<file path="src/rtl/pth_pkg.sv">
// Shared types and constants for the sensor compensation core.
// Holds the input/result word layouts, the calibration set and register map.
// No dependencies.
package pth_pkg;

    localparam int ADDR_W  = 6;
    localparam int DATA_W  = 64;
    localparam int Q_DEPTH = 2;
    localparam int Q_PTR_W = $clog2(Q_DEPTH);
    localparam int Q_CNT_W = $clog2(Q_DEPTH + 1);

    localparam logic [2:0] REG_TEMP_CAL       = 3'd0;
    localparam logic [2:0] REG_PRESS_CAL_LO   = 3'd1;
    localparam logic [2:0] REG_PRESS_CAL_HI   = 3'd2;
    localparam logic [2:0] REG_PRESS_CAL_NINE = 3'd3;
    localparam logic [2:0] REG_HUM_CAL_A      = 3'd4;
    localparam logic [2:0] REG_HUM_CAL_B      = 3'd5;

    typedef struct packed {
        logic [19:0] raw_pressure;
        logic [19:0] raw_temperature;
        logic [15:0] raw_humidity;
    } in_word_t;

    typedef struct packed {
        logic signed [14:0] temperature_centi;
        logic [31:0]        pressure_q24_8;
        logic [16:0]        humidity_q22_10;
    } out_word_t;

    typedef struct packed {
        logic [47:0] temp_cal;
        logic [63:0] press_cal_lo;
        logic [63:0] press_cal_hi;
        logic [15:0] press_cal_nine;
        logic [31:0] hum_cal_a;
        logic [31:0] hum_cal_b;
    } cal_t;

endpackage

</file>
<file path="src/rtl/pth_front.sv">
// Input side: accepts raw measurement words into a two-entry queue.
// Depends on pth_pkg.
module pth_front import pth_pkg::*; (
    input  logic     aclk,
    input  logic     aresetn,
    input  logic     s_valid,
    output logic     s_ready,
    input  in_word_t s_data,
    output logic     q_valid,
    input  logic     q_pop,
    output in_word_t q_data
);
    in_word_t             mem_reg [Q_DEPTH];
    logic [Q_PTR_W-1:0]   wr_ptr_reg;
    logic [Q_PTR_W-1:0]   rd_ptr_reg;
    logic [Q_CNT_W-1:0]   count_reg;
    logic                 push;
    logic                 pop;

    assign s_ready = (count_reg != Q_CNT_W'(Q_DEPTH));
    assign q_valid = (count_reg != '0);
    assign q_data  = mem_reg[rd_ptr_reg];
    assign push    = s_valid && s_ready;
    assign pop     = q_pop && q_valid;

    always_ff @(posedge aclk) begin
        if (!aresetn) begin
            wr_ptr_reg <= '0;
            rd_ptr_reg <= '0;
            count_reg  <= '0;
        end else begin
            if (push) begin
                wr_ptr_reg <= (wr_ptr_reg == Q_PTR_W'(Q_DEPTH - 1)) ? '0 : wr_ptr_reg + 1'b1;
            end
            if (pop) begin
                rd_ptr_reg <= (rd_ptr_reg == Q_PTR_W'(Q_DEPTH - 1)) ? '0 : rd_ptr_reg + 1'b1;
            end
            if (push && !pop) begin
                count_reg <= count_reg + 1'b1;
            end else if (pop && !push) begin
                count_reg <= count_reg - 1'b1;
            end
        end
    end

    always_ff @(posedge aclk) begin
        if (push) begin
            mem_reg[wr_ptr_reg] <= s_data;
        end
    end

`ifndef SYNTHESIS
    a_count_bound: assert property (@(posedge aclk) disable iff (!aresetn)
        count_reg <= Q_CNT_W'(Q_DEPTH))
        else $error("queue count beyond depth");
`endif

endmodule

</file>
<file path="config.mk">
export PLATFORM = sky130hd
export DESIGN_NAME = pth_front
export DESIGN_NICKNAME = d
export VERILOG_FILES = /design/src/rtl/pth_pkg.sv /design/src/rtl/pth_front.sv
export SDC_FILE = /design/constraint.sdc
export NUM_CORES = 1
export LEC_CHECK = 0
export BUFFER_PORTS_ARGS = -buffer_cell sky130_fd_sc_hd__buf_2
export CAP_MARGIN = 15
export CORE_AREA = 2 2 108 110
export CTS_CLUSTER_DIAMETER = 200
export CTS_CLUSTER_SIZE = 28
export DETAILED_ROUTE_END_ITERATION = 7
export DIE_AREA = 0 0 110 112
export GPL_TIMING_DRIVEN = 0
export HOLD_SLACK_MARGIN = 0.15
export SLEW_MARGIN = 20
export SYNTH_ARGS = -nofsm -noshare
export SYNTH_HDL_FRONTEND = slang
export SYNTH_SLANG_ARGS = --single-unit
export TNS_END_PERCENT = 30
</file>
<file path="constraint.sdc">
create_clock -name aclk -period 6.1 [get_ports aclk]
set_input_delay 0.61 -clock aclk [delete_from_list [all_inputs] [get_ports aclk]]
set_output_delay 0.61 -clock aclk [all_outputs]
set_load 0.01 [all_outputs]
</file>
==> results of run 1 <==
## final cells by class
type	count	area [um2]
Fill cell	970	5560
Timing Repair Buffer	119	626
Inverter	1	6.26
Buffer	6	40.0
Tap cell	143	179
Sequential cell	117	3460
Clock buffer	20	437
Clock inverter	8	87.6
Multi-Input combinational cell	74	774
## cell families (layout without fill, tap and decap cells)
| family | Yosys count | after routing | share of synthesized area (%) |
|---|---|---|---|
| and+or+nand+nor | 9 | 9 | 1.52 |
| AOI/OAI and AO/OA | 5 | 5 | 0.819 |
| DFF | 117 | 117 | 81.0 |
| adders and majority gates | 1 | 1 | 0.293 |
| xor gates and xnor gates | 3 | 3 | 0.615 |
| muxes | 56 | 56 | 14.7 |
| buffers and inverters | 7 | 154 | 1.02 |
## where the power goes
group,switching (mW),internal (mW)
clock,0.302,0.583
combinational,0.278,0.268
sequential,0.0273,1.01
total,0.607,1.86
## per-layer routing
| layer | routed length (um) | part of all wire (%) |
|---|---|---|
| met2 | 3550 | 48 |
| met3 | 556 | 7.6 |
| met4 | 99 | 1.4 |
| met5 | 0 | 0 |
| met1 | 3120 | 43 |
## path summary, 6_finish.rpt
check	from	end	slack, ns	depth (start not counted)
worst max-delay path	flip-flop	q_data[0]	3.76	4
worst min-delay path	s_data[9]	mem_reg[0][9]$_DFFE_PP_	0.40	1
worst max register to register	count_reg[0]$_SDFFE_PN0P_	mem_reg[1][2]$_DFFE_PP_	4.43	3
worst min register to register	count_reg[1]$_SDFFE_PN0P_	count_reg[1]$_SDFFE_PN0P_	0.56	2
## worst max-delay path, cell delays in order, from the launching register on
cell and delay (ns):
dfxtp_1 0.31, buf_2 0.27, buf_4 0.25, mux2_2 0.35
buf_2 0.15
## Yosys cell counts
cell,instances
and2_1,4
o21ai_1,1
a21boi_1,1
xor2_1,1
a21bo_2,1
edfxtp_1,112
a21boi_0,1
nand3b_1,1
or3_1,1
nand2b_4,1
or2_2,1
and3_1,1
buf_2,2
ha_1,1
dfxtp_1,5
xnor2_1,2
o21ai_0,1
mux2_2,56
inv_1,1
buf_4,4
## metrics by stage
step / worst slack, ns / utilization (%) / cell area [um2] / power (mW)
final: 3.76 / 50.2 / 5610 / 2.46
after global routing: 3.65 / 50.2 / 5610 / 2.59
after CTS: 3.70 / 50.2 / 5610 / 2.51
after detailed placement: 4.12 / 45.5 / 5090 / 1.61
after global placement: 2.76 / 45.1 / 5040 / 1.60
after floorplan: 3.70 / - / 4280 / 1.40
==> results.cfg, run 1 <==
[logic_synthesis]
syn_inst = 198
avgSynthCellArea_um2 = 21.6
synth_nets = 259
ys_seq_elements = 117
yosys.area.top_type = edfxtp_1
synth_area_leaders = edfxtp_1, mux2_2, dfxtp_1
ys_seq_area_share_pct = 81.0
synth_area_um2 = 4280
synth_top_area_share_pct = 78.6
ys_types = 20
ys_warn_count = 0

[final_layout]
largest_reg_flops = 112
drive_gt1_share_pct = 60.6
layout_commonest_cell = buf_2
layout_common_cells = buf_2, edfxtp_1, mux2_2
antenna_cells = 0
nets = 397
area_growth_pct = 31.2
layout.cells.non_filler = 488

[global_route]
grt_overflow = 0
antenna_found_initial = 0
globalRoute.busiestLayer = met2
grt.met2_usage_pct = 19.3
grt_max_degree = 33
use_met1_pct = 15.0
grt_pass1_vias = 2316
grt_usage_pct = 12.6
grt_util_met3_pct = 5.80
grt_pass1_wl_um = 11300

[floorplanning]
dieArea_um2 = 12300
coreArea_um2 = 11200
row_count = 39
io_pins = 118
chipWidth_um = 110
start_util_pct = 38.3
die_h_um = 112

[worst_setup_path]
cp-end-kind = output pin
worstSetupPathType = reg2out
required_ns = 5.49
cp-start-kind = flip-flop
cp.arrival_ns = 1.73
critPathMaxFanout = 10

[clock_network]
clk_pin_slew_worst_paths_ns = 0.05
cts_buffer_depth = 2
cts_hold_buf = 0
htree_levels = 4
worstSkewPairLatency_ns = 0.40
cts_sinks = 117
post_cts_buffers = 0
cts_tree = done
clock-root-buffer = clkbuf_16
cts_buffers = 17
cts_resized = 0

[placed_design]
hpwl_um = 4650
port_buffers = 117
dp_cells = 460
gp_congestion = 0.683

[sta]
finalClockSkew_ns = 0.00543
fin_crit_sh_pct = 38.4
whs_ns = 0.399
hold_violations = 0
tns_ns = 0
slew_violations = 0
rsz0062_at_grt = no
tightest_slew_ns = 0.393
setup_violations = 0
fmax_mhz = 427
relSlewSlack_pct = 73.8
finalCriticalPeriod_ns = 2.34

[power]
ir_worst_vdd_mv = 0.332
p_leak_nw = 2.12
power_density_nw_per_um2 = 439

[route]
drt-total-wl_um = 7320
vias = 2234
ant_nets = 0
drt_iter0_markers = 71
via_per_inst = 4.58
drc_errors = 0
dr.pass1.iters = 4
post_drt_wl_per_cell_um = 15.0

[flow_run]
drv_cap = 0

[hold_path]
min_path_type = in2reg

[run_status]
outcome = finished, final reports clean
Note: power is estimated with default switching activity, not from simulation.
==> inputs of run 2 (changes only) <==
==> constraint.sdc (replaced) <==
create_clock -name aclk -period 1.93 [get_ports aclk]
set_input_delay 0.193 -clock aclk [delete_from_list [all_inputs] [get_ports aclk]]
set_output_delay 0.193 -clock aclk [all_outputs]
set_load 0.01 [all_outputs]
==> results.cfg, run 2 (synthesis results as in run 1) <==
[route]
vias = 2426
post_drt_wl_per_cell_um = 14.5
drc_errors = 0
via_per_inst = 4.42
drt_iter0_markers = 84
drt-total-wl_um = 7940
dr.pass1.iters = 4
ant_nets = 0

[sta]
finalClockSkew_ns = 0.00482
worst_slack_ns = 0.114
tightest_slew_ns = 0.814
hold_violations = 0
setup_violations = 0
slew_violations = 0
relSlewSlack_pct = 45.7
finalCriticalPeriod_ns = 1.82
fmax_mhz = 551
rsz0062_at_grt = no
tns_ns = 0
whs_ns = 0.275
fin_crit_sh_pct = 94.1

[global_route]
grt_usage_pct = 13.7
grt_max_degree = 57
grt_pass1_vias = 2699
grt_pass1_wl_um = 12500
antenna_found_initial = 0
grt_overflow = 0

[placed_design]
hpwl_um = 4700
dp_cells = 459
gp_congestion = 0.671
pre_cts_slack_ns = 0.158
port_buffers = 117

[floorplanning]
row_count = 39
start_util_pct = 38.3
die_h_um = 112
dieArea_um2 = 12300
coreArea_um2 = 11200
chipWidth_um = 110
io_pins = 118

[final_layout]
drive_gt1_share_pct = 52.2
nets = 454
nFillCells = 917
largest_reg_flops = 112
area_growth_pct = 45.3
layout_common_cells = buf_2, edfxtp_1, dlygate4sd3_1
layout_commonest_cell = buf_2
layout.cells.non_filler = 549
antenna_cells = 0

[worst_setup_path]
critPathMaxFanout = 10
required_ns = 1.74
cp-start-kind = flip-flop
cp.arrival_ns = 1.62
worstPathCellList = buf_4 -> buf_4 -> mux2_2 -> buf_2
cp-end-kind = output pin
crit_top_cell = buf_4
max_stage_delay_ns = 0.36
cpMaxStageDelayCell = mux2_2
worstSetupPathType = reg2out

[power]
p_leak_nw = 2.38
power_density_nw_per_um2 = 1290
ir_worst_vdd_mv = 0.712
finalPower_mw = 8.00

[clock_network]
clock-root-buffer = clkbuf_16
htree_levels = 4
worstSkewPairLatency_ns = 0.40
cts_buffer_depth = 2
cts_buffers = 17
clk_pin_slew_worst_paths_ns = 0.05
cts_tree = done
post_cts_buffers = 0
cts_sinks = 117

[run_status]
outcome = finished, final reports clean

[hold_path]
min_path_type = in2reg

[flow_run]
drv_cap = 0
[run 2: changes by cell type in the layout (fill, tap and decap cells not counted), sizes merged]
cell,change
buf,-1
clkinv,-2
clkbuf,+7
dlygate4sd3,+58
bufinv,-1
[run 2: critical path: cells and delay by family (launching register included)]
family                 cells  cell delay, ns
buffers and inverters      3            0.55
DFF                        1            0.32
muxes                      1            0.36
[run 2: layout make-up]
| type | instances | area (um2) | share of cell area [%] |
|---|---|---|---|
| Timing Repair Buffer | 176 | 1190 | 19.1 |
| Tap cell | 143 | 179 | 2.88 |
| Buffer | 6 | 42.5 | 0.685 |
| Inverter | 1 | 6.26 | 0.101 |
| Clock buffer | 27 | 513 | 8.25 |
| Multi-Input combinational cell | 74 | 774 | 12.5 |
| Clock inverter | 5 | 50.0 | 0.805 |
| Sequential cell | 117 | 3460 | 55.7 |
[run 2: repair_timing]
action	CTS	global route
setup endpoints to repair	35	0
hold buffers	58	0
gates resized for setup	1	0
endpoints found under the hold margin	117	0
[run 2: metrics by stage]
stage / util (%) / area, um2
2_1_floorplan: - / 4280
5_1_grt: 55.6 / 6210
6_report: 55.6 / 6210
4_1_cts: 55.6 / 6210
3_5_place_dp: 45.4 / 5070
3_3_place_gp: 45.1 / 5040
[run 2: per-layer routing]
metal / share of wire [%] / global-route usage [%] / up-vias
li1: - / - / 1181
met1: 41 / 14.7 / 1163
met2: 50 / 23.1 / 76
met3: 7.1 / 6.26 / 6
met4: 1.0 / 5.82 / 0
met5: 0 / 0 / -
[run 2: worst paths after layout]
path	from	end	slack, ns	cells after the start
worst max-delay path	flip-flop	q_data[3]	0.11	4
worst min-delay path	q_pop	flip-flop	0.28	4
worst max register to register	count_reg[0]$_SDFFE_PN0P_	mem_reg[1][34]$_DFFE_PP_	0.19	2
worst min register to register	count_reg[1]$_SDFFE_PN0P_	count_reg[1]$_SDFFE_PN0P_	0.56	2
[run 2: power breakdown]
| part | internal, mW | switching (mW) |
|---|---|---|
| logic | 0.920 | 0.892 |
| registers | 3.18 | 0.0906 |
| clock network | 1.93 | 0.990 |
| total | 6.03 | 1.97 |
